**src/hw/rtl/psadpcm_pkg.sv**
```systemverilog
// Shared types, constants and coefficient tables for the ADPCM block decoder.
package psadpcm_pkg;

	localparam int unsigned BlockSamples = 28;
	localparam int unsigned IdxW         = 5;
	localparam int unsigned CodesW       = 112;
	localparam int unsigned HistW        = 32;
	localparam int unsigned CoefW        = 10;
	localparam int unsigned ProdW        = HistW + CoefW;

	localparam logic [3:0] ShiftMax = 4'd12;
	localparam logic [3:0] FiltMax  = 4'd4;
	localparam logic [7:0] EndFlag  = 8'h01;

	localparam logic [IdxW-1:0] LastIdx = IdxW'(BlockSamples - 1);

	localparam logic signed [15:0] SatHi = 16'sh7fff;
	localparam logic signed [15:0] SatLo = -16'sh8000;

	// one queued block, already classified
	typedef struct packed {
		logic              channel;
		logic [3:0]        scale;
		logic [2:0]        filt;
		logic              bad;
		logic              eos;
		logic              clear;
		logic [CodesW-1:0] codes;
	} desc_t;

	// head of the block queue as the back end sees it
	typedef struct packed {
		logic  valid;
		desc_t desc;
	} head_t;

	// first prediction coefficient
	function automatic logic signed [CoefW-1:0] coef_a(input logic [2:0] filt);
		logic signed [CoefW-1:0] c;
		unique case (filt)
			3'd1:    c = 10'sd240;
			3'd2:    c = 10'sd460;
			3'd3:    c = 10'sd392;
			3'd4:    c = 10'sd488;
			default: c = '0;
		endcase
		return c;
	endfunction

	// second prediction coefficient
	function automatic logic signed [CoefW-1:0] coef_b(input logic [2:0] filt);
		logic signed [CoefW-1:0] c;
		unique case (filt)
			3'd2:    c = -10'sd208;
			3'd3:    c = -10'sd220;
			3'd4:    c = -10'sd240;
			default: c = '0;
		endcase
		return c;
	endfunction

endpackage

```
**src/hw/rtl/psadpcm_if.sv**
```systemverilog
// Valid/ready channel interfaces for ADPCM blocks in and PCM samples out.
interface psadpcm_in_if;
	logic        valid;
	logic        ready;
	logic        channel;
	logic [7:0]  header_byte;
	logic [7:0]  flag_byte;
	logic [55:0] codes_low;
	logic [55:0] codes_high;
	logic        last_block;

	modport source (output valid, channel, header_byte, flag_byte, codes_low, codes_high,
		last_block, input ready);
	modport sink (input valid, channel, header_byte, flag_byte, codes_low, codes_high,
		last_block, output ready);
endinterface

interface psadpcm_out_if;
	logic               valid;
	logic               ready;
	logic signed [15:0] sample;
	logic               out_channel;
	logic [4:0]         sample_index;
	logic               block_done;
	logic               end_of_sound;
	logic               bad_header;

	modport source (output valid, sample, out_channel, sample_index, block_done,
		end_of_sound, bad_header, input ready);
	modport sink (input valid, sample, out_channel, sample_index, block_done,
		end_of_sound, bad_header, output ready);
endinterface

```
**src/hw/rtl/psadpcm_front.sv**
```systemverilog
// Front end: takes blocks, decodes the header and holds them in a two-entry queue.
module psadpcm_front (
	input  logic                     clk,
	input  logic                     arst_n,
	psadpcm_in_if.sink               blocks,
	output psadpcm_pkg::head_t       head,
	input  logic                     pop
);

	psadpcm_pkg::desc_t entry_q [2];
	logic               wr_ptr_q;
	logic               rd_ptr_q;
	logic [1:0]         count_q;
	psadpcm_pkg::desc_t cls;
	logic               push;

	// header classification: clamp bad shift / filter, precompute scale
	always_comb begin
		logic [3:0] shift;
		logic [3:0] filt;
		shift = blocks.header_byte[3:0];
		filt  = blocks.header_byte[7:4];
		cls.channel = blocks.channel;
		cls.bad     = (shift > psadpcm_pkg::ShiftMax) || (filt > psadpcm_pkg::FiltMax);
		cls.scale   = (shift > psadpcm_pkg::ShiftMax) ? 4'd0 : psadpcm_pkg::ShiftMax - shift;
		cls.filt    = (filt > psadpcm_pkg::FiltMax) ? 3'd0 : filt[2:0];
		cls.eos     = (blocks.flag_byte == psadpcm_pkg::EndFlag);
		cls.clear   = (blocks.flag_byte == psadpcm_pkg::EndFlag) || blocks.last_block;
		cls.codes   = {blocks.codes_high, blocks.codes_low};
	end

	assign blocks.ready = (count_q != 2'd2);
	assign push         = blocks.valid && blocks.ready;

	// queue pointers and fill level
	always_ff @(posedge clk or negedge arst_n) begin
		if (!arst_n) begin
			wr_ptr_q <= 1'b0;
			rd_ptr_q <= 1'b0;
			count_q  <= 2'd0;
		end else begin
			if (push) wr_ptr_q <= ~wr_ptr_q;
			if (pop)  rd_ptr_q <= ~rd_ptr_q;
			unique case ({push, pop})
				2'b10:   count_q <= count_q + 2'd1;
				2'b01:   count_q <= count_q - 2'd1;
				default: count_q <= count_q;
			endcase
		end
	end

	// queue storage
	always_ff @(posedge clk) begin
		if (push) entry_q[wr_ptr_q] <= cls;
	end

	assign head.valid = (count_q != 2'd0);
	assign head.desc  = entry_q[rd_ptr_q];

endmodule

```
**src/hw/rtl/psadpcm_back.sv**
```systemverilog
// Back end: prediction recurrence to output register, one sample per cycle unless stalled.
module psadpcm_back (
	input  logic                     clk,
	input  logic                     arst_n,
	input  psadpcm_pkg::head_t       head,
	output logic                     pop,
	psadpcm_out_if.source            samples
);

	logic signed [psadpcm_pkg::HistW-1:0] hist1_q [2];
	logic signed [psadpcm_pkg::HistW-1:0] hist2_q [2];
	logic [psadpcm_pkg::IdxW-1:0]         idx_q;
	logic                                 out_valid_q;
	logic signed [15:0]                   sample_q;
	logic                                 chan_q;
	logic [psadpcm_pkg::IdxW-1:0]         sidx_q;
	logic                                 done_q;
	logic                                 eos_q;
	logic                                 bad_q;

	logic                                 adv;
	logic                                 last;
	logic                                 ch;
	logic [3:0]                           nib;
	logic signed [psadpcm_pkg::HistW-1:0] code_sh;
	logic signed [psadpcm_pkg::HistW-1:0] p1;
	logic signed [psadpcm_pkg::HistW-1:0] p2;
	logic signed [psadpcm_pkg::ProdW-1:0] prod_a;
	logic signed [psadpcm_pkg::ProdW-1:0] prod_b;
	logic [psadpcm_pkg::HistW-1:0]        term_a;
	logic [psadpcm_pkg::HistW-1:0]        term_b;
	logic signed [psadpcm_pkg::HistW-1:0] v;
	logic signed [15:0]                   sat;

	assign adv  = head.valid && (!out_valid_q || samples.ready);
	assign last = (idx_q == psadpcm_pkg::LastIdx);
	assign pop  = adv && last;
	assign ch   = head.desc.channel;

	// code select and scaling
	assign nib     = head.desc.codes[{idx_q, 2'b00} +: 4];
	assign code_sh = psadpcm_pkg::HistW'(signed'(nib)) <<< head.desc.scale;

	// predictions: floor shift by 8 is the upper product bits, wrapped to 32
	assign p1     = hist1_q[ch];
	assign p2     = hist2_q[ch];
	assign prod_a = p1 * psadpcm_pkg::coef_a(head.desc.filt);
	assign prod_b = p2 * psadpcm_pkg::coef_b(head.desc.filt);
	assign term_a = prod_a[psadpcm_pkg::HistW+7:8];
	assign term_b = prod_b[psadpcm_pkg::HistW+7:8];
	assign v      = code_sh + signed'(term_a) + signed'(term_b);

	// saturate to 16 bits
	always_comb begin
		priority if (v > 32'sd32767)  sat = psadpcm_pkg::SatHi;
		else if (v < -32'sd32768)     sat = psadpcm_pkg::SatLo;
		else                          sat = v[15:0];
	end

	// sample counter and output valid
	always_ff @(posedge clk or negedge arst_n) begin
		if (!arst_n) begin
			idx_q       <= '0;
			out_valid_q <= 1'b0;
		end else begin
			if (adv) begin
				idx_q       <= last ? '0 : idx_q + 5'd1;
				out_valid_q <= 1'b1;
			end else if (samples.ready) begin
				out_valid_q <= 1'b0;
			end
		end
	end

	// channel history; cleared after an end or last block
	always_ff @(posedge clk or negedge arst_n) begin
		if (!arst_n) begin
			hist1_q[0] <= '0;
			hist1_q[1] <= '0;
			hist2_q[0] <= '0;
			hist2_q[1] <= '0;
		end else if (adv) begin
			if (last && head.desc.clear) begin
				hist1_q[ch] <= '0;
				hist2_q[ch] <= '0;
			end else begin
				hist1_q[ch] <= v;
				hist2_q[ch] <= p1;
			end
		end
	end

	// output payload register
	always_ff @(posedge clk) begin
		if (adv) begin
			sample_q <= sat;
			chan_q   <= ch;
			sidx_q   <= idx_q;
			done_q   <= last;
			eos_q    <= last && head.desc.eos;
			bad_q    <= head.desc.bad;
		end
	end

	assign samples.valid        = out_valid_q;
	assign samples.sample       = sample_q;
	assign samples.out_channel  = chan_q;
	assign samples.sample_index = sidx_q;
	assign samples.block_done   = done_q;
	assign samples.end_of_sound = eos_q;
	assign samples.bad_header   = bad_q;

endmodule

```
**src/hw/rtl/ps_adpcm_block_decoder_unit.sv**
```systemverilog
// Top level of the ADPCM block decoder: block queue front end and sample back end.
//
//   port     dir  per transaction
//   blocks   in   one 16-byte ADPCM block with its channel and last-block mark
//   samples  out  one saturated PCM sample with channel, index and block status
//
// Each block yields 28 samples, one per cycle while the output is not stalled;
// the rate is set by the per-channel history multiply-add loop in the back end.
// The queue holds two blocks, so the next block is taken while one decodes.
// An accepted block is written into the queue; its first sample is then registered at the output.
// Reset empties the queue and output register and clears both channel histories.
// An output stall holds the sample register and stops the decode in place.
module ps_adpcm_block_decoder_unit (
	input  logic          clk,
	input  logic          arst_n,
	psadpcm_in_if.sink    blocks,
	psadpcm_out_if.source samples
);

	psadpcm_pkg::head_t head;
	logic               pop;

	psadpcm_front u_front (
		.clk    (clk),
		.arst_n (arst_n),
		.blocks (blocks),
		.head   (head),
		.pop    (pop)
	);

	psadpcm_back u_back (
		.clk     (clk),
		.arst_n  (arst_n),
		.head    (head),
		.pop     (pop),
		.samples (samples)
	);

endmodule

```
**src/flat_wrapper.sv**
```systemverilog
// flat-port wrapper written by rule: the top's interface ports become plain ports
module ps_adpcm_block_decoder_unit_flat 
  (clk, arst_n, blocks_valid, blocks_channel, blocks_header_byte, blocks_flag_byte, blocks_codes_low, blocks_codes_high, blocks_last_block, blocks_ready, samples_valid, samples_sample, samples_out_channel, samples_sample_index, samples_block_done, samples_end_of_sound, samples_bad_header, samples_ready);
  psadpcm_in_if blocks_i ();
  psadpcm_out_if samples_i ();
  input  logic clk;
  input  logic arst_n;
  input wire logic [$bits(blocks_i.valid)-1:0] blocks_valid;
  input wire logic [$bits(blocks_i.channel)-1:0] blocks_channel;
  input wire logic [$bits(blocks_i.header_byte)-1:0] blocks_header_byte;
  input wire logic [$bits(blocks_i.flag_byte)-1:0] blocks_flag_byte;
  input wire logic [$bits(blocks_i.codes_low)-1:0] blocks_codes_low;
  input wire logic [$bits(blocks_i.codes_high)-1:0] blocks_codes_high;
  input wire logic [$bits(blocks_i.last_block)-1:0] blocks_last_block;
  output wire logic [$bits(blocks_i.ready)-1:0] blocks_ready;
  output wire logic [$bits(samples_i.valid)-1:0] samples_valid;
  output wire logic [$bits(samples_i.sample)-1:0] samples_sample;
  output wire logic [$bits(samples_i.out_channel)-1:0] samples_out_channel;
  output wire logic [$bits(samples_i.sample_index)-1:0] samples_sample_index;
  output wire logic [$bits(samples_i.block_done)-1:0] samples_block_done;
  output wire logic [$bits(samples_i.end_of_sound)-1:0] samples_end_of_sound;
  output wire logic [$bits(samples_i.bad_header)-1:0] samples_bad_header;
  input wire logic [$bits(samples_i.ready)-1:0] samples_ready;
  assign blocks_i.valid = blocks_valid;
  assign blocks_i.channel = blocks_channel;
  assign blocks_i.header_byte = blocks_header_byte;
  assign blocks_i.flag_byte = blocks_flag_byte;
  assign blocks_i.codes_low = blocks_codes_low;
  assign blocks_i.codes_high = blocks_codes_high;
  assign blocks_i.last_block = blocks_last_block;
  assign blocks_ready = blocks_i.ready;
  assign samples_valid = samples_i.valid;
  assign samples_sample = samples_i.sample;
  assign samples_out_channel = samples_i.out_channel;
  assign samples_sample_index = samples_i.sample_index;
  assign samples_block_done = samples_i.block_done;
  assign samples_end_of_sound = samples_i.end_of_sound;
  assign samples_bad_header = samples_i.bad_header;
  assign samples_i.ready = samples_ready;
  ps_adpcm_block_decoder_unit u_core (.clk(clk), .arst_n(arst_n), .blocks(blocks_i), .samples(samples_i));
endmodule
```
**config.mk**
```make
export PLATFORM = sky130hd
export DESIGN_NAME = ps_adpcm_block_decoder_unit_flat
export DESIGN_NICKNAME = d
export VERILOG_FILES = /design/src/hw/rtl/psadpcm_pkg.sv /design/src/hw/rtl/psadpcm_if.sv /design/src/hw/rtl/psadpcm_front.sv /design/src/hw/rtl/psadpcm_back.sv /design/src/hw/rtl/ps_adpcm_block_decoder_unit.sv /design/src/flat_wrapper.sv
export SDC_FILE = /design/constraint.sdc
export NUM_CORES = 2
export LEC_CHECK = 0
export BUFFER_PORTS_ARGS = -buffer_cell sky130_fd_sc_hd__buf_2
export CORE_ASPECT_RATIO = 1.4
export CORE_MARGIN = 5
export CORE_UTILIZATION = 35
export DETAILED_ROUTE_END_ITERATION = 7
export GPL_TIMING_DRIVEN = 1
export SKIP_CTS_REPAIR_TIMING = 1
export SLEW_MARGIN = 25
export SYNTH_ARGS = -nofsm -noshare
export SYNTH_HDL_FRONTEND = slang
export SYNTH_SLANG_ARGS = --single-unit
```
**constraint.sdc**
```tcl
create_clock -name clk -period 26.9 [get_ports clk]
set_input_delay 4.035 -clock clk [delete_from_list [all_inputs] [get_ports clk]]
set_output_delay 4.035 -clock clk [all_outputs]
set_load 0.02 [all_outputs]
```
# Yosys cells after proc, flatten, opt, wreduce, memory -nomap -nowiden
# Memories as Yosys holds them, arrays and structs flattened.
# Index checks and enable logic that the tools add are counted.
# op_classes
bitwise_logic	6
n_reduce_logical	13
mux	23
eq_ne	9
n_div	0
multipliers	2
add_sub_neg	6
magnitude_cmp	6
shifts	2
# ops
cell	n
$mux W32	7
$and A64 B64 Y64	2
$bwmux W64	2
$mux W64	2
$shiftx A112 B8 Y4	1
$mul A32 B10 Y40	2
$add A32 B32 Y32	2
$not A64 Y64	1
$pmux W9 S4	1
$demux W32 S1	1
$gt A32 B16 Y1 const B	1
$lt A32 B16 Y1 const B	1
$sshl A4 B4 Y32	1
$pmux W10 S3	1
$mux W16	1
$eq A8 B1 Y1 const B	1
$eq A3 B2 Y1 const B	2
$logic_and A1 B1 Y1	6
$reduce_bool A2 Y1	3
$add A5 B1 Y5 const B	1
$eq A5 B5 Y1 const B	1
$mux W5	1
$gt A4 B3 Y1 const B	1
$gt A4 B4 Y1 const B	1
18 further kinds	24
# totals
mem_bits_rw	246
mem_count	1
in_bits	134
regBits	163
romBits	0
wordCells	83
latchBits	0
# mem_list
memory	depth	word_bits	rd	rd_clocked_by_memory_dff	write_ports	line	text
u_core.u_front.entry_q	2	123	1	0	1	psadpcm_front.sv:10	psadpcm_pkg::desc_t entry_q [2];

# Logic depth before layout (Yosys ltp)
# An unclocked memory read counts as a cell.
# logic_depth
word_depth	10
depth_mapped	48

# By module
# A second synthesis with hierarchy kept.
# unflattened
cells_unflattened	2945
hier_area_um2	33273.2
# by_module_without_submodules
module	area_each_um2	cells_each	instances
psadpcm_back	23831.6	2526	1
psadpcm_front	9441.6	419	1

# Worst setup path after synthesis
# OpenSTA, ideal clock, no wires.
# synth_path
path_type	flip-flop to flip-flop
start	register u_core.u_front.rd_ptr_q
end	register u_core.u_back.sample_q[10] (netlist: u_core.u_back.samples.sample[10]), data pin
stages_incl_launch_ff	41
required_ns	26.638
path_slack_ns	16.015
setup_ns	0.262
path_buffers	8
synth_period_minus_slack_ns	10.885
arrival_time_ns	10.623
path_cell_list	dfrtp_1 > buf_6 > buf_6 > buf_6 > buf_1 > clkbuf_1 > buf_1 > nor3_1 > a21oi_1 > clkbuf_1 > nor2_1 > fa_1 > fa_1 > fa_1 > fa_1 > ha_1 > ha_1 > and2_1 > [5 not listed] > o21bai_1 > a21oi_1 > xor2_1 > fa_1 > inv_1 > ha_1 > a211oi_1 > nand2_1 > a2111oi_0 > nor2_1 > a31oi_1 > o21ai_1 > a21o_1 > a21o_1 > a311o_1 > o41ai_2 > buf_6 > o21ai_2
# synth_between
elab_chain_cells	10
# synth_rtl
element	line	text
from (decl)	psadpcm_front.sv:12	logic rd_ptr_q;
from (signal assigned)	psadpcm_front.sv:43	if (pop) rd_ptr_q <= ~rd_ptr_q;
$mem_v2 Z2 W123 *	--	
parallel branches: the longest is 6 deep, another holds $mul A32 B10 Y40	--	
$add A32 B32 Y32 *	psadpcm_back.sv:51	assign v = code_sh + signed'(term_a) + signed'(term_b);
$lt A32 B16 Y1	psadpcm_back.sv:56	else if (v < -32'sd32768) sat = psadpcm_pkg::SatLo;
$mux W16	psadpcm_back.sv:56	
to (signal assigned)	psadpcm_back.sv:96	sample_q <= sat;
to (decl)	psadpcm_back.sv:14	logic signed [15:0] sample_q;
# Mark *: on every way between the ends. The select of a mux whose other input is x is not followed.
# A chain may end at the register's enable or synchronous reset.

# Worst setup path after layout
# layout_path
start	register u_core.u_front.rd_ptr_q
end	register u_core.u_back.sample_q[3] (netlist: u_core.u_back.samples.sample[3]), data pin
# The elaborated chain is that of the path after synthesis.

==> summary.txt <==
Global routing
  – Gr ovfl total: 0
  – Initial antenna violation count: 5
  – Vias in the first global route: 23400
  – Total global-route track usage: 15.3%
  – Largest net degree at the start of global routing: 95
  – First-pass GRT wire length: 125 mm

Cells and area
  – Fin cells: 4335
  – Nets: 3842
  – Layout fillers: 9175
  – Area growth, synth to finish: 10.2%
  – Fraction of layout cells with a size suffix above 1: 12.3%

Floorplanning
  – Site Rows: 133
  – Die Y: 374 um
  – Die X: 270 um
  – Die area: 101000 sq um
  – Core area: 93900 sq um
  – Starting Density: 35.3%
  – IO Count: 161

Timing
  – Max-slew violations: 0
  – Relative slew slack: 36.3%
  – Final worst slack: 14050 ps
  – Worst hold slack: 501 ps
  – RSZ-0062 raised after global routing: no
  – Fin crit share: 47.8%
  – Minimum clock period: 12850 ps
  – Fmax achieved: 0.0778 GHz
  – Setup_tns: 0 ps
  – Final setup viols: 0
  – Final-report hold violation count: 0
  – Worst Tran Pin Value: 936 ps
  – Clk_skew: 21.8 ps

Worst setup path
  – R2r startpoint: u_core.u_front.rd_ptr_q
  – CP Class: register to register
  – R2R depth: 34
  – Worst endpoint required time: 27190 ps
  – CP peak stage delay: 900 ps
  – CP max-delay cell: mux2i_4
  – Crit path launch type: register
  – R2R Setup Slk: 14050 ps
  – Critical Path AT: 13140 ps
  – Crit Reg-Reg Endpoint: u_core.u_back.samples.sample[3]
  – Crit. End Element: register
  – CP max FO: 52

Placement
  – IO buf count: 160
  – Inst Count DP: 4268
  – Dpl ws: 14120 ps
  – Hpwl dp: 61.7 mm
  – Final RePlAce weighted congestion: 0.923

Flow run
  – # Max-Cap Violations: 0

Detailed routing
  – Vias post-DR: 21700
  – WL per Instance: 17.8 um
  – DRT antenna net count: 0
  – Routed WL: 77.3 mm
  – Post-route DRC: 0
  – First drt pass iteration count: 5
  – Vias per inst: 4.99
  – Iteration-0 DRC Markers: 958

Synthesis
  – Syn Inst Count: 2973
  – EDFF count, synth: 271
  – Unique masters post-synth: 81
  – Main synth FF type: edfxtp_1
  – Synthesized flop and latch total: 409
  – Sequential share of the synthesized area: 35.0%
  – Mean Syn Cell Area: 11.1 sq um
  – Cell area after synthesis: 33100 sq um
  – Async SR Flop Fraction: 33.7%
  – Ys Warns: 0
  – Net count after synthesis: 3723

Clock tree
  – CTS H-tree depth: 2
  – Max clock buf depth: 3
  – Root Buffer: clkbuf_16
  – Clock slew at reported path FFs: 70 ps
  – Clk Latency, worst-skew pair: 560 ps
  – CTS Sinks: 409
  – CTS buffer count: 37
  – CTS tree: built

Worst hold path
  – Min-delay src: u_core.u_back.hist2_q[24]
  – Hold Path Cell Cnt: 1
  – Hold endpoint: u_core.u_back.hist2_q[24]
  – Worst hold path class: register to register

Outcome
  – Outcome: finished clean
cells by family after synthesis:
family | count (synthesis) | share of synthesized area (%)
buffers and inverters | 570 | 6.60
muxes | 167 | 7.68
xor gates and xnor gates | 115 | 3.14
AOI/OAI and AO/OA | 445 | 9.15
other | 1 | 0.0113
and+or+nand+nor | 650 | 8.67
adders and majority gates | 616 | 29.7
DFF | 409 | 35.0
area by class of cell:
class	count	area, sq um	share of cell area [%]
Antenna cell	2	5.00	0.0137
Clock buffer	48	997	2.73
Clock inverter	17	169	0.463
Inverter	460	1730	4.73
Multi-Input combinational cell	1994	19400	53.3
Sequential cell	409	11600	31.8
Tap cell	1215	1520	4.17
Timing Repair Buffer	190	1030	2.83
cells in the final DEF, fill, tap and decap left out, types with 20 or more instances in the layout:
cell	netlist	routed
inv_1	459	459
nor2_1	343	340
ha_1	331	331
fa_1	285	285
edfxtp_1	271	271
buf_2	3	159
dfrtp_1	138	136
nand2_1	134	132
a21oi_1	101	99
mux2i_1	87	87
o21ai_0	87	87
mux4_2	68	68
xnor2_1	65	65
a22o_1	64	64
xor2_1	48	47
a21o_1	41	41
clkbuf_16	0	37
nor2b_1	36	36
buf_4	1	30
o31ai_1	28	28
or2_2	25	25
nand2b_1	20	20
state kept, by name, indices dropped and copies added (netlist names):
| name | cells |
|---|---|
| u_core.u_back.samples.block_done | 1 |
| u_core.u_back.samples.bad_header | 1 |
| u_core.u_front.count_q | 2 |
| u_core.u_back.hist2_q | 64 |
| u_core.u_front.entry_q | 246 |
| u_core.u_back.idx_q | 5 |
| u_core.u_back.samples.end_of_sound | 1 |
| u_core.u_front.rd_ptr_q | 1 |
| u_core.u_back.samples.valid | 1 |
| u_core.u_back.samples.sample | 16 |
| u_core.u_back.hist1_q | 64 |
| u_core.u_front.wr_ptr_q | 1 |
| u_core.u_back.samples.sample_index | 5 |
| u_core.u_back.samples.out_channel | 1 |
Yosys cell counts (all sizes together), types with 7 or more instances:
cell type	n	area share, %
or2	26	0.49
or3	7	0.13
inv	459	5.2
nand3	14	0.21
a211oi	10	0.23
a21oi	103	1.6
and3	8	0.15
mux2	10	0.34
o21a	11	0.25
a31oi	8	0.15
xor2	48	1.3
clkbuf	90	1.0
a21o	41	0.93
nand4	14	0.26
mux2i	89	2.7
edfxtp	271	25
dfrtp	138	10
buf	20	0.36
ha	331	13
and2	13	0.25
nand2b	20	0.38
fa	285	17
nor2	343	3.9
o21bai	18	0.41
nor2b	36	0.68
xnor2	66	1.8
o31ai	28	0.63
o21ai	106	1.7
nand2	134	1.5
mux4	68	4.6
a22o	64	1.7
nor3	15	0.23
worst max-delay path, delay by kind of cell (launching register included):
kind                       cells  cell delay [ps]
DFF                            1              890
and+or+nand+nor                2              340
AOI/OAI and AO/OA             15             4600
adders and majority gates      8             3250
muxes                          2             1560
xor gates and xnor gates       4              890
buffers and inverters          3              930
metal layers:
layer  vias up  GRT usage (%)  wire length [um]
met1     10800           17.6             30600
met4         4           3.83              1950
met2       405           29.6             41600
met5         -              0                27
li1      10300              -                 -
met3        97           2.12              3110
metrics by stage:
step | utilization, % | area (sq um)
after floorplan | - | 33100
after global placement | 37.6 | 35300
after detailed placement | 37.6 | 35300
after CTS | 38.9 | 36500
after global routing | 38.9 | 36500
final | 38.9 | 36500
worst max path at each step:
| stage | endpoint | depth (start not counted) | startpoint | slack, ps |
|---|---|---|---|---|
| 2_1_floorplan | u_core.u_back.samples.sample[10] | 40 | u_core.u_front.rd_ptr_q | 16020 |
| 5_1_grt | u_core.u_back.samples.sample[0] | 35 | u_core.u_front.rd_ptr_q | 13310 |
| 3_5_place_dp | u_core.u_back.samples.sample[3] | 34 | u_core.u_front.rd_ptr_q | 14120 |
| 6_report | u_core.u_back.samples.sample[3] | 34 | u_core.u_front.rd_ptr_q | 14050 |
| 3_3_place_gp | u_core.u_back.samples.sample[4] | 34 | u_core.u_front.rd_ptr_q | 14170 |
| 4_1_cts | u_core.u_back.samples.sample[1] | 34 | u_core.u_front.rd_ptr_q | 14060 |
Power is left out: the tool's default activity adds up to more than one toggle a clock period on the data nets, which glitch-free logic cannot reach.
